===== config.mk =====
export PLATFORM = sky130hd
export DESIGN_NAME = btpc_temp_comp
export DESIGN_NICKNAME = d
export VERILOG_FILES = /design/src/sv/btpc_pkg.sv /design/src/sv/btpc_temp_comp.sv
export SDC_FILE = /design/constraint.sdc
export NUM_CORES = 2
export LEC_CHECK = 0
export BUFFER_PORTS_ARGS = -buffer_cell sky130_fd_sc_hd__buf_2
export CAP_MARGIN = 25
export CORE_ASPECT_RATIO = 1.2
export CORE_UTILIZATION = 60
export CTS_CLUSTER_DIAMETER = 40
export DETAILED_ROUTE_END_ITERATION = 12
export GPL_ROUTABILITY_DRIVEN = 0
export PLACE_DENSITY = 0.79
export SKIP_LAST_GASP = 1
export SYNTH_ARGS = -nofsm -noshare
export SYNTH_HDL_FRONTEND = slang
export SYNTH_SLANG_ARGS = --single-unit

===== constraint.sdc =====
create_clock -name clock -period 9 [get_ports clock]
set_input_delay 1.8 -clock clock [delete_from_list [all_inputs] [get_ports clock]]
set_output_delay 1.8 -clock clock [all_outputs]
set_load 0.02 [all_outputs]

===== src/sv/btpc_pkg.sv =====
// ----------------------------------------------------------------------------
// btpc_pkg
// Shared types and constants for barometric temperature/pressure compensation.
// ----------------------------------------------------------------------------
package btpc_pkg;

   // request payload
   typedef struct packed {
      logic [23:0] temp_adc;
      logic [23:0] press_adc;
   } req_type;

   // response payload
   typedef struct packed {
      logic signed [23:0] temperature_q16;
      logic        [24:0] pressure_q8;
   } rsp_type;

   // multiplier stage enables
   typedef struct packed {
      logic en_pp;
      logic en_sum;
   } mul_ctl_type;

   localparam int CSR_IDX_W  = 2;
   localparam int CSR_DATA_W = 48;

   localparam logic [CSR_IDX_W-1:0] CSR_CAL_TEMP    = 2'd0;
   localparam logic [CSR_IDX_W-1:0] CSR_CAL_PRESS_A = 2'd1;
   localparam logic [CSR_IDX_W-1:0] CSR_CAL_PRESS_B = 2'd2;
   localparam logic [CSR_IDX_W-1:0] CSR_CAL_PRESS_C = 2'd3;

   localparam int TEMP_STAGES = 4;    // stages inside the temperature path
   localparam int PIPE_STAGES = 15;   // total register stages, output included
   localparam int MUL_CHUNK_W = 24;   // slice width of the split multiplier

   localparam logic signed [31:0] TEMP_MAX  = 32'sd8388607;
   localparam logic signed [31:0] TEMP_MIN  = -32'sd8388608;
   localparam logic        [34:0] PRESS_MAX = 35'd33554431;

endpackage


===== src/sv/btpc_temp_comp.sv =====
// ----------------------------------------------------------------------------
// btpc_temp_comp
// Temperature polynomial, four stages, floored and saturated to Q8.16.
// ----------------------------------------------------------------------------
module btpc_temp_comp (
   input  logic                                  clock,
   input  logic [btpc_pkg::TEMP_STAGES-1:0]      stage_en,
   input  logic [39:0]                           cal_temp,
   input  logic [23:0]                           temp_adc,
   output logic signed [23:0]                    tq
);

   logic signed [16:0] t2s;
   logic signed [7:0]  t3s;

   logic signed [25:0] d_ff;
   logic signed [42:0] m1_ff;
   logic signed [42:0] m1b_ff;
   logic signed [51:0] dd_ff;
   logic signed [59:0] y_ff;
   logic signed [23:0] tq_ff;

   logic signed [63:0] x;
   logic signed [31:0] xh;
   logic signed [23:0] tq_in;

   assign t2s = $signed({1'b0, cal_temp[31:16]});
   assign t3s = $signed(cal_temp[39:32]);

   // d*T2*2^18 + d^2*T3, then floor by 2^32
   always_comb begin
      x  = (64'(m1b_ff) <<< 18) + 64'(y_ff);
      xh = x[63:32];
      if (xh > btpc_pkg::TEMP_MAX) begin
         tq_in = btpc_pkg::TEMP_MAX[23:0];
      end else if (xh < btpc_pkg::TEMP_MIN) begin
         tq_in = btpc_pkg::TEMP_MIN[23:0];
      end else begin
         tq_in = xh[23:0];
      end
   end

   always_ff @(posedge clock) begin
      if (stage_en[0]) begin
         d_ff <= $signed({2'b00, temp_adc}) - $signed({2'b00, cal_temp[15:0], 8'h00});
      end
      if (stage_en[1]) begin
         m1_ff <= d_ff * t2s;
         dd_ff <= d_ff * d_ff;
      end
      if (stage_en[2]) begin
         y_ff   <= dd_ff * t3s;
         m1b_ff <= m1_ff;
      end
      if (stage_en[3]) begin
         tq_ff <= tq_in;
      end
   end

   assign tq = tq_ff;

endmodule

---- Word-level counts from Yosys, hierarchy flattened ----
Index checks and enable logic that the tools add are counted.
word-level totals
  flip-flop bits (word level) ............. 247
  output and inout port bits .............. 24
  logic and storage cells ................. 14
cells by class
  multipliers ............................. 3
  mux-type cells .......................... 1
  magnitude comparators ................... 2
  add/subtract/negate cells ............... 2
operator list
  kind                                                                               number
  61-bit by 60-bit adder with 62-bit output                                          1
  52-bit by 8-bit multiplier with 60-bit output                                      1
  25-bit by 25-bit multiplier with 50-bit output                                     1
  25-bit by 17-bit multiplier with 42-bit output                                     1
  30-bit by 24-bit greater-than comparator with 1-bit output, second input constant  1
  30-bit by 24-bit < comparator with 1-bit output, second input constant             1
  24-bit by 24-bit subtractor with 25-bit output                                     1
  24-bit two-way mux                                                                 1

---- Longest topological paths before layout ----
  depth after elaboration ................. 3
  mapped depth ............................ 30

---- Least setup slack after synthesis ----
No wires, ideal clock.
  path type ............................... input -> register
  start point ............................. input port cal_temp[21]
  end point ............................... register m1_ff[27], data pin
  buffers on the path ..................... 2
  data required time ...................... 8.741 ns
  cell stages on the path ................. 25
  arrival ................................. 7.702 ns
  setup time .............................. 0.259 ns
  path slack .............................. 1.039 ns
  cells stage by stage .................... clkbuf_1 > clkbuf_1 > nand2_1 > fa_1 > inv_1 > fa_1 > inv_1 > fa_1 > fa_1 > inv_1 > fa_1 > fa_1 > ha_1 > a21o_1 > a21o_1 > a21o_1 > a21oi_1 > o31ai_1 > a221o_1 > and2_1 > a31oi_1 > o21ai_1 > a21o_1 > a21oi_1 > xnor2_1
between the ends
  word-level cells in the longest chain between the ends .. 1
ends and longest elaborated chain
  element                                         line                  source
  from (decl)                                     btpc_temp_comp.sv:8   input logic [39:0] cal_temp,
  25-bit by 17-bit multiplier with 42-bit output  btpc_temp_comp.sv:48  m1_ff <= d_ff * t2s;
  to (signal assigned)                            btpc_temp_comp.sv:48
  to (decl)                                       btpc_temp_comp.sv:17  logic signed [42:0] m1_ff;
Every way passes these cells.
A chain may end at the register's enable or synchronous reset.

---- Worst setup path in the final report ----
  start point ............................. register d_ff[11]
  end point ............................... register dd_ff[41], data pin
between the ends
  word-level cells in the longest chain between the ends .. 1
ends and longest elaborated chain
  element                                         line                  source
  from (decl)                                     btpc_temp_comp.sv:16  logic signed [25:0] d_ff;
  from (signal assigned)                          btpc_temp_comp.sv:45  d_ff <= $signed({2'b00, temp_adc}) - $signed({2'b00, cal_temp[15:0], 8'h00});
  25-bit by 25-bit multiplier with 50-bit output  btpc_temp_comp.sv:49  dd_ff <= d_ff * d_ff;
  to (signal assigned)                            btpc_temp_comp.sv:49
  to (decl)                                       btpc_temp_comp.sv:19  logic signed [51:0] dd_ff;
Every way passes these cells.

==> results.json <==
{
  "outcome": "finished, final reports clean",
  "tritoncts": "built",
  "synth_edf_count": 224,
  "finalCriticalPeriod_ns": 8.20,
  "drive_above_1_share": 0.0458,
  "cts-root-buf": "clkbuf_16",
  "ios": 93,
  "drt_iter0_drc": 2513,
  "worstPathMaxFanout": 10,
  "finalWirelength_um": 131000,
  "clk_latency_ns": 0.58,
  "syn_inst": 5833,
  "grt_remaining_overflow": 0,
  "holdBufCountCts": 0,
  "crit_cells": 26,
  "hold_viol": 0,
  "viasPerCell": 5.49,
  "worst_r2r_path_depth": 26,
  "crit_family": "adder cells",
  "cp_num_buf_inv": 5,
  "hold_class": "reg -> reg",
  "cp_data_arrival_time_ns": 8.56,
  "max_slew_margin": 0.346,
  "grt_pass1_vias": 43600,
  "tightest_slew_ns": 0.981,
  "async_flop_share": 0,
  "max_cap_violations": 0,
  "die_h_um": 340,
  "core_area_um2": 94000,
  "fill_cells": 7330,
  "critical_path_class": "reg -> reg",
  "ys_ff_latch": 224,
  "ys_seq_area_frac": 0.118,
  "ys_types": 74,
  "grt_max_degree": 84,
  "htree_num_levels": 2,
  "slowest_delay_ns": 0.78,
  "drcViolationCount": 0,
  "netlist_area_um2": 57100,
  "synth_area_per_cell_um2": 9.78,
  "syn_to_final_growth_pct": 5.28,
  "fmax_ghz": 0.122,
  "startpoint": "d_ff[11]$_DFFE_PP_",
  "hp-start": "m1_ff[11]$_DFFE_PP_",
  "post_cts_resized": 0,
  "grt_setup_unrepaired": "false",
  "rows": 123,
  "antenna_found_initial": 5,
  "post_drt_wl_per_cell_um": 18.4,
  "clock_skew_ns": 0.0318,
  "crit_path_end_kind": "register",
  "initial_core_util": 0.607,
  "setup_viol_count_final": 0,
  "startpoint_type": "register",
  "fin_nets": 7619,
  "fin_tns_setup_ns": 0,
  "holdPathStages": 0,
  "vias": 39000,
  "cp_common_cell": "fa_1",
  "cts_buffers": 38,
  "clkTransAtPathRegs_ns": 0.06,
  "dp_hpwl_um": 107000,
  "synth-main-ff-cell": "edfxtp_1",
  "antenna_left": 0,
  "grt_first_pass_wirelength_um": 219000,
  "ys_warn_count": 0,
  "die_w_um": 284,
  "firstDrtPassIters": 7,
  "clock-sinks": 224,
  "post_cts_buffers": 0,
  "syn_nets": 7633,
  "rr_startpoint": "d_ff[11]$_DFFE_PP_",
  "io_buffers": 92,
  "clk_path_buf_depth": 3,
  "grt_usage": 0.287,
  "fin_crit_sh": 0.911,
  "final_max_slew_viol_count": 0,
  "crit_required_ns": 9.36,
  "slowest_stage": "edfxtp_1",
  "dieArea_um2": 96300
}
[area by class of cell]
class | count | area (um^2) | share of cell area
Multi-Input combinational cell | 3853 | 43700 | 0.728
Clock inverter | 30 | 367 | 0.00610
Timing Repair Buffer | 146 | 891 | 0.0148
Antenna cell | 3 | 7.51 | 0.000125
Clock buffer | 40 | 958 | 0.0160
Tap cell | 1250 | 1560 | 0.0260
Sequential cell | 224 | 6730 | 0.112
Inverter | 1556 | 5840 | 0.0972
[registers in the layout, summed over array words and instances (netlist names)]
register	cells
m1_ff	42
dd_ff	49
tq	24
y_ff	42
d_ff	25
m1b_ff	42
[per-stage QoR]
stage          hold WS, ns   util  setup slack (ns)  instances  cell area (um^2)
2_1_floorplan        0.400      -              1.04       5833             57100
3_3_place_gp         0.402  0.624             0.706       7028             58700
3_5_place_dp         0.405  0.624             0.570       7028             58700
4_1_cts              0.414  0.638             0.837       7098             60000
5_1_grt              0.413  0.639             0.404       7100             60100
6_report             0.412  0.639             0.802       7102             60100
[worst paths after layout]
check | endpoint | slack (ns)
setup / recovery | dd_ff[41]$_DFFE_PP_ | 0.80
hold reg to reg | m1b_ff[11]$_DFFE_PP_ | 0.41
hold / removal | m1b_ff[11]$_DFFE_PP_ | 0.41
setup reg to reg | dd_ff[41]$_DFFE_PP_ | 0.80
[cell usage after synthesis, drive strengths merged, types with 12 or more instances]
library cell  instances  share of area
a21o                100          0.013
a21oi               163          0.014
a31oi                15         0.0016
and2                534          0.059
and3                 22         0.0024
clkbuf              192          0.013
edfxtp              224           0.12
fa                 1303           0.46
ha                  428          0.094
inv                1556           0.10
nand2               576          0.038
nand2b               65         0.0071
nand3                35         0.0031
nand4                16         0.0018
nor2                 95         0.0062
nor2b                47         0.0052
nor3                 18         0.0016
o21a                 15         0.0020
o21ai                79         0.0071
o21bai               20         0.0026
o22ai                27         0.0050
or2                  12         0.0013
xnor2               126          0.019
xor2                 60         0.0092
[metal layers]
layer / vias up / global-route usage / share of wire
met1: 19900 / 0.362 / 0.39
met2: 1444 / 0.504 / 0.50
li1: 17300 / - / -
met5: - / 0 / 0.00023
met4: 4 / 0.115 / 0.042
met3: 366 / 0.0344 / 0.065
[worst register-to-register path: stages, from the launching register on]
cell and delay [ns]:
edfxtp_1 0.78, inv_1 0.31, nor2_1 0.38, fa_1 0.51, fa_1 0.50, inv_1 0.06
fa_1 0.57, inv_1 0.07, fa_1 0.41, fa_1 0.47, fa_1 0.55, inv_1 0.05
fa_1 0.47, inv_1 0.04, ha_1 0.36, a21oi_1 0.20, o21ai_1 0.08, a221o_1 0.36
and3_1 0.18, a21oi_1 0.14, o211ai_1 0.14, a21oi_1 0.22, o31ai_1 0.16, a211o_1 0.35
and3_1 0.25, nor2_1 0.15, xnor2_1 0.20
[cells by family after synthesis]
kind of cell / synth area share
simple gates: 0.128
fa+ha+maj: 0.551
mux: 0.000373
compound gates: 0.0583
other cells: 0.000132
buf+inv: 0.116
xor+xnor: 0.0285
flops: 0.118
[cell usage in the layout (no fill, tap or decap), types with 27 or more instances in the layout]
master     instances
o21ai_0           50
a21o_1           100
nand3_1           35
fa_1            1303
a21oi_1          160
inv_1           1556
nand2_1          576
ha_1             428
nor2_1            95
xor2_1            60
o21ai_1           27
buf_2             90
buf_4             55
xnor2_1          126
edfxtp_1         224
nand2b_1          65
nor2b_1           47
clkbuf_16         38
and2_1           534
Power is left out: the tool's default activity adds up to more than one toggle a clock period on the data nets, which glitch-free logic cannot reach.
